**src/sv/byte_ring_fifo_block_put_get_defines.svh**
```systemverilog
// assertion macros for the byte ring fifo
`ifndef BYTE_RING_FIFO_BLOCK_PUT_GET_DEFINES_SVH
`define BYTE_RING_FIFO_BLOCK_PUT_GET_DEFINES_SVH

// same-cycle implication, disabled while reset is low
`define BRF_ASSERT_NOW(lbl, clk, rst_n, ante, cons, msg) \
    lbl: assert property (@(posedge clk) disable iff (!(rst_n)) (ante) |-> (cons)) \
        else $error(msg);

// next-cycle implication, disabled while reset is low
`define BRF_ASSERT_NXT(lbl, clk, rst_n, ante, cons, msg) \
    lbl: assert property (@(posedge clk) disable iff (!(rst_n)) (ante) |=> (cons)) \
        else $error(msg);

`endif

```
**src/sv/brf_pkg.sv**
```systemverilog
// shared constants and codes for the byte ring fifo
package brf_pkg;

    localparam int DEPTH_DEF   = 256;
    localparam int MAX_GET_DEF = 64;

    localparam logic [3:0] SIZE_LOG2_RST = 4'd8;

    // operation codes of an input word
    localparam logic [1:0] OP_PUT  = 2'd0;
    localparam logic [1:0] OP_GET  = 2'd1;
    localparam logic [1:0] OP_CLR  = 2'd2;
    localparam logic [1:0] OP_STAT = 2'd3;

    // kinds of a result word
    localparam logic [1:0] KIND_PUT_ACK = 2'd0;
    localparam logic [1:0] KIND_GET     = 2'd1;
    localparam logic [1:0] KIND_EMPTY   = 2'd2;
    localparam logic [1:0] KIND_STAT    = 2'd3;

endpackage

```
**src/sv/brf_ram.sv**
```systemverilog
// byte store: one write port, one read port with registered read data
module brf_ram #(
    parameter int AW = 8
) (
    input  logic          i_clk,
    input  logic          i_we,
    input  logic [AW-1:0] i_waddr,
    input  logic [7:0]    i_wdata,
    input  logic          i_re,
    input  logic [AW-1:0] i_raddr,
    output logic [7:0]    o_rdata
);

    logic [7:0] r_mem [2**AW];
    logic [7:0] r_rdata;

    always_ff @(posedge i_clk) begin
        if (i_we) begin
            r_mem[i_waddr] <= i_wdata;
        end
        // read data holds while no read is issued
        if (i_re) begin
            r_rdata <= r_mem[i_raddr];
        end
    end

    assign o_rdata = r_rdata;

endmodule

```
**src/sv/byte_ring_fifo_block_put_get.sv**
```systemverilog
// top level of the byte ring fifo with block puts and bounded gets
//
// input channel (i_valid / o_ready) carries one operation word: put byte,
// get block, clear indices or status query. output channel (o_valid /
// i_ready) returns result words from a single output register.
// a put word is acknowledged by one result in the cycle after it is taken;
// puts, status and clears are taken one per cycle while the receiver keeps up.
// a get of n bytes (n = min(requested, stored, MAX_GET)) issues reads of the
// byte store one per cycle while the receiver keeps up, as the store has a
// single read port: each byte passes the read data register of the store, then
// the output register, and the input is held until the last byte is loaded there.
// an empty get gives one result of kind empty in the cycle after it is taken.
// a clear word produces no result. writing i_cfg_wdata sets the ring size
// (2^size_log2, at least 2 and clamped to the memory depth) and clears both indices.
// reset clears indices, open put block and output valid; size_log2 returns
// to 8. the store contents are not cleared.
// when the receiver stalls the output register holds its word and the input
// side stops as soon as the next result has nowhere to go.
module byte_ring_fifo_block_put_get #(
    parameter int DEPTH   = brf_pkg::DEPTH_DEF,
    parameter int MAX_GET = brf_pkg::MAX_GET_DEF
) (
    input  logic       i_clk,
    input  logic       i_rst_n,
    // configuration write
    input  logic       i_cfg_we,
    input  logic [3:0] i_cfg_wdata,
    // input channel
    input  logic       i_valid,
    output logic       o_ready,
    input  logic [1:0] i_operation,
    input  logic       i_first_of_block,
    input  logic [8:0] i_block_length,
    input  logic [7:0] i_data_in,
    // output channel
    output logic       o_valid,
    input  logic       i_ready,
    output logic [1:0] o_kind,
    output logic       o_accepted,
    output logic [7:0] o_data_out,
    output logic       o_last,
    output logic [8:0] o_stored_count,
    output logic [8:0] o_free_count
);

    // address, free-running index, compare and get count widths
    localparam int AW = (DEPTH > 1) ? $clog2(DEPTH) : 1;
    localparam int IW = AW + 1;
    localparam int CW = (IW > 9) ? IW : 9;
    localparam int TW = $clog2(MAX_GET + 1);

    typedef enum logic {ST_IDLE, ST_GET} t_state;

    t_state r_state, n_state;

    logic [3:0]    r_size_log2, n_size_log2;
    logic [IW-1:0] r_wi, n_wi;        // write index
    logic [IW-1:0] r_ri, n_ri;        // read index
    logic [IW-1:0] r_ptr, n_ptr;      // next read address during a get
    logic [TW-1:0] r_cnt, n_cnt;      // bytes of the get still to emit
    logic [8:0]    r_left, n_left;    // bytes of the open put block
    logic          r_adm, n_adm;      // open put block admitted
    logic          r_ov, n_ov;        // output register full

    // output payload
    logic [1:0] r_kind, n_kind;
    logic       r_acc, n_acc;
    logic [7:0] r_dout, n_dout;
    logic       r_last, n_last;
    logic [8:0] r_st, r_fr;
    logic       ld_out;

    // ring geometry
    logic [4:0]    lg_eff;
    logic [IW-1:0] size;
    logic [AW-1:0] mask;
    logic [IW-1:0] stored;
    logic [IW-1:0] free_sp;

    // memory ports
    logic          ram_we, ram_re;
    logic [AW-1:0] ram_waddr, ram_raddr;
    logic [7:0]    ram_rdata;

    logic          out_free, in_acc;
    logic [CW-1:0] len_c, have_c, take_c, max_c;
    logic [TW-1:0] take;
    logic          p_adm, p_store;
    logic [8:0]    p_left;

    // counts after the step
    logic [IW-1:0] cnt_st, cnt_fr;
    logic [CW-1:0] cnt_st_w, cnt_fr_w;

    // get run start and final byte, for the checks below
    logic          get_go, get_done;

    always_comb begin
        if (r_size_log2 == 4'd0) begin
            lg_eff = 5'd1;
        end else if ({1'b0, r_size_log2} > 5'(AW)) begin
            lg_eff = 5'(AW);
        end else begin
            lg_eff = {1'b0, r_size_log2};
        end
    end

    assign size    = IW'(1) << lg_eff;
    assign mask    = AW'(size - IW'(1));
    assign stored  = r_wi - r_ri;
    assign free_sp = size - stored;

    assign out_free = !r_ov || i_ready;
    assign o_ready  = (r_state == ST_IDLE) && out_free;
    assign in_acc   = i_valid && o_ready;

    // get length: min of request, fill and cap
    always_comb begin
        len_c  = CW'(i_block_length);
        have_c = CW'(stored);
        max_c  = CW'(MAX_GET);
        take_c = len_c;
        if (take_c > have_c) begin
            take_c = have_c;
        end
        if (take_c > max_c) begin
            take_c = max_c;
        end
    end
    assign take = TW'(take_c);

    // put admission on the first byte of a block
    always_comb begin
        if (i_first_of_block) begin
            p_adm  = (i_block_length != 9'd0) && (len_c <= CW'(free_sp));
            p_left = p_adm ? i_block_length : 9'd0;
        end else begin
            p_adm  = r_adm;
            p_left = r_left;
        end
        p_store = p_adm && (p_left != 9'd0) && (stored < size);
    end

    always_comb begin
        n_state     = r_state;
        n_size_log2 = r_size_log2;
        n_wi        = r_wi;
        n_ri        = r_ri;
        n_ptr       = r_ptr;
        n_cnt       = r_cnt;
        n_left      = r_left;
        n_adm       = r_adm;
        n_ov        = r_ov && !i_ready;
        n_kind      = r_kind;
        n_acc       = r_acc;
        n_dout      = r_dout;
        n_last      = r_last;
        ld_out      = 1'b0;
        ram_we      = 1'b0;
        ram_waddr   = r_wi[AW-1:0] & mask;
        ram_re      = 1'b0;
        ram_raddr   = r_ri[AW-1:0] & mask;

        priority if (i_cfg_we) begin
            n_size_log2 = i_cfg_wdata;
            n_wi        = '0;
            n_ri        = '0;
            n_left      = 9'd0;
            n_adm       = 1'b0;
        end else if (in_acc) begin
            unique case (i_operation)
                brf_pkg::OP_PUT: begin
                    ram_we = p_store;
                    n_wi   = r_wi + IW'(p_store);
                    n_left = p_left - 9'(p_store);
                    n_adm  = p_adm && (n_left != 9'd0);
                    ld_out = 1'b1;
                    n_kind = brf_pkg::KIND_PUT_ACK;
                    n_acc  = p_store;
                    n_dout = 8'd0;
                    n_last = 1'b1;
                end
                brf_pkg::OP_GET: begin
                    if (take == TW'(0)) begin
                        ld_out = 1'b1;
                        n_kind = brf_pkg::KIND_EMPTY;
                        n_acc  = 1'b1;
                        n_dout = 8'd0;
                        n_last = 1'b1;
                    end else begin
                        // first read goes out now, indices jump to the end
                        ram_re  = 1'b1;
                        n_ptr   = r_ri + IW'(1);
                        n_ri    = r_ri + IW'(take);
                        n_cnt   = take;
                        n_state = ST_GET;
                    end
                end
                brf_pkg::OP_CLR: begin
                    n_wi   = '0;
                    n_ri   = '0;
                    n_left = 9'd0;
                    n_adm  = 1'b0;
                end
                brf_pkg::OP_STAT: begin
                    ld_out = 1'b1;
                    n_kind = brf_pkg::KIND_STAT;
                    n_acc  = 1'b1;
                    n_dout = 8'd0;
                    n_last = 1'b1;
                end
            endcase
        end else if ((r_state == ST_GET) && out_free) begin
            // read data of the last issued read moves to the output register
            ld_out = 1'b1;
            n_kind = brf_pkg::KIND_GET;
            n_acc  = 1'b1;
            n_dout = ram_rdata;
            n_last = (r_cnt == TW'(1));
            n_cnt  = r_cnt - TW'(1);
            if (r_cnt == TW'(1)) begin
                n_state = ST_IDLE;
            end else begin
                ram_re    = 1'b1;
                ram_raddr = r_ptr[AW-1:0] & mask;
                n_ptr     = r_ptr + IW'(1);
            end
        end else begin
            // nothing taken and no get byte can move: everything holds
        end

        if (ld_out) begin
            n_ov = 1'b1;
        end
    end

    // counts reported with each result, taken after the whole step
    always_comb begin
        cnt_st = n_wi - n_ri;
        if (cnt_st > size) begin
            cnt_st = size;
        end
        cnt_fr   = size - cnt_st;
        cnt_st_w = CW'(cnt_st);
        cnt_fr_w = CW'(cnt_fr);
    end

    always_ff @(posedge i_clk) begin
        r_ptr  <= n_ptr;
        r_cnt  <= n_cnt;
        r_kind <= n_kind;
        r_acc  <= n_acc;
        r_dout <= n_dout;
        r_last <= n_last;
        if (ld_out) begin
            r_st <= cnt_st_w[8:0];
            r_fr <= cnt_fr_w[8:0];
        end
        if (!i_rst_n) begin
            r_state     <= ST_IDLE;
            r_size_log2 <= brf_pkg::SIZE_LOG2_RST;
            r_wi        <= '0;
            r_ri        <= '0;
            r_left      <= 9'd0;
            r_adm       <= 1'b0;
            r_ov        <= 1'b0;
        end else begin
            r_state     <= n_state;
            r_size_log2 <= n_size_log2;
            r_wi        <= n_wi;
            r_ri        <= n_ri;
            r_left      <= n_left;
            r_adm       <= n_adm;
            r_ov        <= n_ov;
        end
    end

    brf_ram #(
        .AW(AW)
    ) u_ram (
        .i_clk   (i_clk),
        .i_we    (ram_we),
        .i_waddr (ram_waddr),
        .i_wdata (i_data_in),
        .i_re    (ram_re),
        .i_raddr (ram_raddr),
        .o_rdata (ram_rdata)
    );

    assign o_valid        = r_ov;
    assign o_kind         = r_kind;
    assign o_accepted     = r_acc;
    assign o_data_out     = r_dout;
    assign o_last         = r_last;
    assign o_stored_count = r_st;
    assign o_free_count   = r_fr;

    assign get_go   = in_acc && (i_operation == brf_pkg::OP_GET) && (take != TW'(0));
    assign get_done = (r_state == ST_GET) && out_free && (r_cnt == TW'(1));

`include "byte_ring_fifo_block_put_get_defines.svh"

    `BRF_ASSERT_NOW(a_fill_bound, i_clk, i_rst_n, 1'b1, stored <= size, "fill above ring size")
    `BRF_ASSERT_NOW(a_get_cnt, i_clk, i_rst_n, r_state == ST_GET, r_cnt != TW'(0), "empty get run")
    `BRF_ASSERT_NOW(a_adm_left, i_clk, i_rst_n, r_adm, r_left != 9'd0, "admitted with none left")
    `BRF_ASSERT_NXT(a_get_start, i_clk, i_rst_n, get_go, r_state == ST_GET, "get did not start")
    `BRF_ASSERT_NXT(a_get_end, i_clk, i_rst_n, get_done, (r_state == ST_IDLE) && o_last, "no last")

endmodule
```
**config.mk**
```make
export PLATFORM = sky130hd
export DESIGN_NAME = byte_ring_fifo_block_put_get
export DESIGN_NICKNAME = d
export VERILOG_FILES = /design/src/sv/brf_pkg.sv /design/src/sv/brf_ram.sv /design/src/sv/byte_ring_fifo_block_put_get.sv
export VERILOG_INCLUDE_DIRS = /design/src /design/src/sv
export SDC_FILE = /design/constraint.sdc
export NUM_CORES = 2
export LEC_CHECK = 0
export BUFFER_PORTS_ARGS = -buffer_cell sky130_fd_sc_hd__buf_2
export CAP_MARGIN = 20
export CELL_PAD_IN_SITES_DETAIL_PLACEMENT = 1
export CELL_PAD_IN_SITES_GLOBAL_PLACEMENT = 2
export CORE_MARGIN = 2
export CORE_UTILIZATION = 49
export CTS_CLUSTER_DIAMETER = 150
export DETAILED_ROUTE_END_ITERATION = 10
export GPL_ROUTABILITY_DRIVEN = 1
export GPL_TIMING_DRIVEN = 0
export HOLD_SLACK_MARGIN = 0.08
export PLACE_DENSITY = 0.87
export SYNTH_ARGS = -nofsm -noshare
export SYNTH_HDL_FRONTEND = slang
export SYNTH_SLANG_ARGS = --single-unit
```
**constraint.sdc**
```tcl
create_clock -name i_clk -period 15.16 [get_ports i_clk]
set_input_delay 0 -clock i_clk [delete_from_list [all_inputs] [get_ports i_clk]]
set_output_delay 0 -clock i_clk [all_outputs]
set_load 0.03 [all_outputs]
```
==> reports/qor.csv <==
metric,value,unit
placement.setup.worst_slack,1620,ps
synth_top_area_share,72.0,%
cts.root.buffer_cell,sky130_fd_sc_hd__clkbuf_16,
timing.hold.worst_path_depth,2,
numClockSinks,2135,
timing.final.crit_period,13750,ps
vias,57200,
yosysWarnings,0,
power_density,124,nW/um^2
worst_endpoint_required_time,15770,ps
post-cts-setup-buffer-count,0,
die-area,182000,sq um
finalSetupViolations,0,
core_area,178000,sq um
worstPathBufferInverterCount,4,
timing.reg2reg.worst_path_depth,50,
route.detailed.vias_per_inst,7.26,
portBuffers,58,
run_status,"complete, no violations",
post_synth_main_area_contributors,"sky130_fd_sc_hd__edfxtp_1, sky130_fd_sc_hd__mux4_2, sky130_fd_sc_hd__nand2_1, sky130_fd_sc_hd__ha_1, sky130_fd_sc_hd__nor2_1",
tritoncts,yes,
totalNegativeSetupSlack,0,ps
drt.antenna.violating_nets,0,
finalWeightedCongestion,1.09,
nFillCells,15900,
fraction_of_registers_with_async_set_or_reset_after_synthesis,0,%
ios,61,
die_x,427,um
synth-edff-count,2101,
synth_xor_area_share,0.510,%
rows,155,
grt_overflow,0,
worstPathArrival,14350,ps
clkPwrFrac,43.7,%
post_synth.cell_area_avg,18.1,sq um
report.final.slew_viol_count,0,
worst_pin_slew,1320,ps
ys_types,83,
vias_in_the_first_global_route,54400,
post_dr_wirelength_cell,46.4,um
layout_common_cells,"sky130_fd_sc_hd__edfxtp_1, sky130_fd_sc_hd__nand2_1, sky130_fd_sc_hd__mux4_2, sky130_fd_sc_hd__nor2_1, sky130_fd_sc_hd__clkbuf_16",
dominant_combinational_cell_family_by_area_after_synthesis,multiplexers,
p_total,12.4,mW
multiplexer_share_of_the_synthesized_area,14.0,%
hold_viol,0,
layout_worst_path_cycle_share,90.7,%
setup.worst_path.start,r_ri[2],
worst_skew_pair.late_latency,900,ps
initial_core_util,49.2,%
grt_pass1_wl,484000,um
startpoint_of_the_most_critical_hold_path,i_data_in[7],
rsz0062_at_grt,no,
skew,45.4,ps
critPathCaptureType,flip-flop,
r2r_path_start,r_ri[2],
max_slew_margin,11.9,%
cp.depth,50,
cts_bufs_inserted,214,
routed_wl,366000,um
ctsLongestPathBuffers,3,
cap_violations,0,
place_hpwl,247000,um
die_h,427,um
synth_adder_area_share,1.26,%
area_delta_synth_final,14.7,%
iteration_0_drc_markers,11200,
fin_nets,5412,
worstSetupStartpointType,flip-flop,
critical-path-slowest-cell,sky130_fd_sc_hd__o311ai_0,
synthSimpleGateAreaFrac,6.31,%
synth-compound-area-share,3.09,%
end_of_flow_core_utilization,56.4,%
p_leak,32.4,nW
crit_path_frequent_cell,sky130_fd_sc_hd__a21oi_1,
worst_path_largest_cell_delay,750,ps
netlist.top_cell.by_area,sky130_fd_sc_hd__edfxtp_1,
worst-setup-path-type,reg2reg,
first_pass_iters,8,
critPathMaxFanout,10,
number_of_hold_buffers_added_after_cts,51,
hold_path_class,in2reg,
path_clk_slew,70,ps
grt_util_all_layers,40.3,%
synth_seq_cells,2135,
synth_sequential_area_ratio,72.8,%
max_freq,0.0727,GHz
post_synth_instance_area,87600,sq um
synth-main-ff-cell,sky130_fd_sc_hd__edfxtp_1,
share_of_final_layout_standard_cells_stronger_than_drive_strength_1,23.5,%
ctsHtreeMaxLevel,4,
final.setup.worst_slack,1410,ps
netSwitchingFraction,22.4,%
post_synth_inst_count,4834,
power.share.sequential,52.4,%
peakVddDrop,102,uV
seq_area,63800,sq um
post_cts_resize_count,0,
layout_commonest_cell,sky130_fd_sc_hd__edfxtp_1,
antenna_found_initial,41,
p_int,9.63,mW
multi_input_comb_area,22400,sq um
drt_drc_violations_left,0,
pin_count_of_the_biggest_net_entering_global_routing,157,
total_switching_power,2.78,mW
power.combinational.fraction,3.9,%
timing.critical_path.max_delay_family,compound AO/OA/AOI/OAI gates,
[path summary, 6_finish.rpt]
path / end / slack, ps
max reg2reg: o_free_count[8] / 1410
max: o_free_count[8] / 1410
min: u_ram.r_mem[86][7] / 140
min reg2reg: o_data_out[1] / 530
[power groups by stage]
stage                     combinational, mW  sequential, mW  clock (mW)
after global routing                  0.498            6.50        5.57
after global placement                0.413            6.65           0
after CTS                             0.464            6.50        5.38
after floorplan                       0.189            6.63           0
after detailed placement              0.442            6.62           0
final                                 0.484            6.50        5.43
[cells by family after synthesis]
logic type | count (synthesis)
other | 2
adders and majority gates | 85
muxes | 584
xor gates and xnor gates | 51
AOI/OAI and AO/OA | 397
DFF | 2135
buffers and inverters | 327
and+or+nand+nor | 1253
[layer usage]
metal / GRT usage [%] / vias up / share of wire (%)
li1: - / 20400 / -
met1: 50.4 / 29400 / 33
met2: 55.1 / 5975 / 42
met3: 19.5 / 1449 / 17
met4: 27.9 / 37 / 8.5
met5: 0 / - / 0.11
[state kept, by name, summed over array words and instances, names as in the netlist, 9 cells and up]
signal	cells
u_ram.r_mem	2048
r_left	9
o_free_count	9
r_ri	9
r_wi	9
o_stored_count	9
[through the flow]
| step | hold WS [ps] | area, sq um | std cells |
|---|---|---|---|
| finish | 141 | 100000 | 7877 |
| global route | 163 | 100000 | 7833 |
| CTS | 111 | 100000 | 7812 |
| detailed placement | 306 | 92600 | 7368 |
| global placement | 289 | 90800 | 7249 |
| floorplan | 98.6 | 87600 | 4836 |
[cell type report]
class	count	area share (%)
Antenna cell	47	0.117
Buffer	272	1.56
Clock buffer	260	5.52
Clock inverter	133	1.45
Inverter	55	0.206
Multi-Input combinational cell	2374	22.3
Sequential cell	2135	63.5
Tap cell	2355	2.93
Timing Repair Buffer	246	2.41
[synthesized netlist by cell type (all sizes together) (5+ instances only)]
master and instances:
buf 175, edfxtp 2101, and2 16, or3 9
nor2b 19, o31ai 5, a22oi 11, dfxtp 34
a32oi 8, nor3 166, fa 5, or2 11
o21ai 62, a311oi 33, nand2 558, o21bai 14
a21o 20, inv 53, a21boi 6, nor4 10
xor2 22, mux4 512, a2111oi 6, o21a 16
o2111ai 7, a221oi 7, nand2b 12, nor2 253
a21oi 88, o211a 5, ha 80, clkbuf 97
o22ai 25, mux2 10, and3 48, mux2i 62
a211oi 11, nand4 11, xnor2 29, a31oi 41
nand3 125
Note: power is estimated with default switching activity, not from simulation.
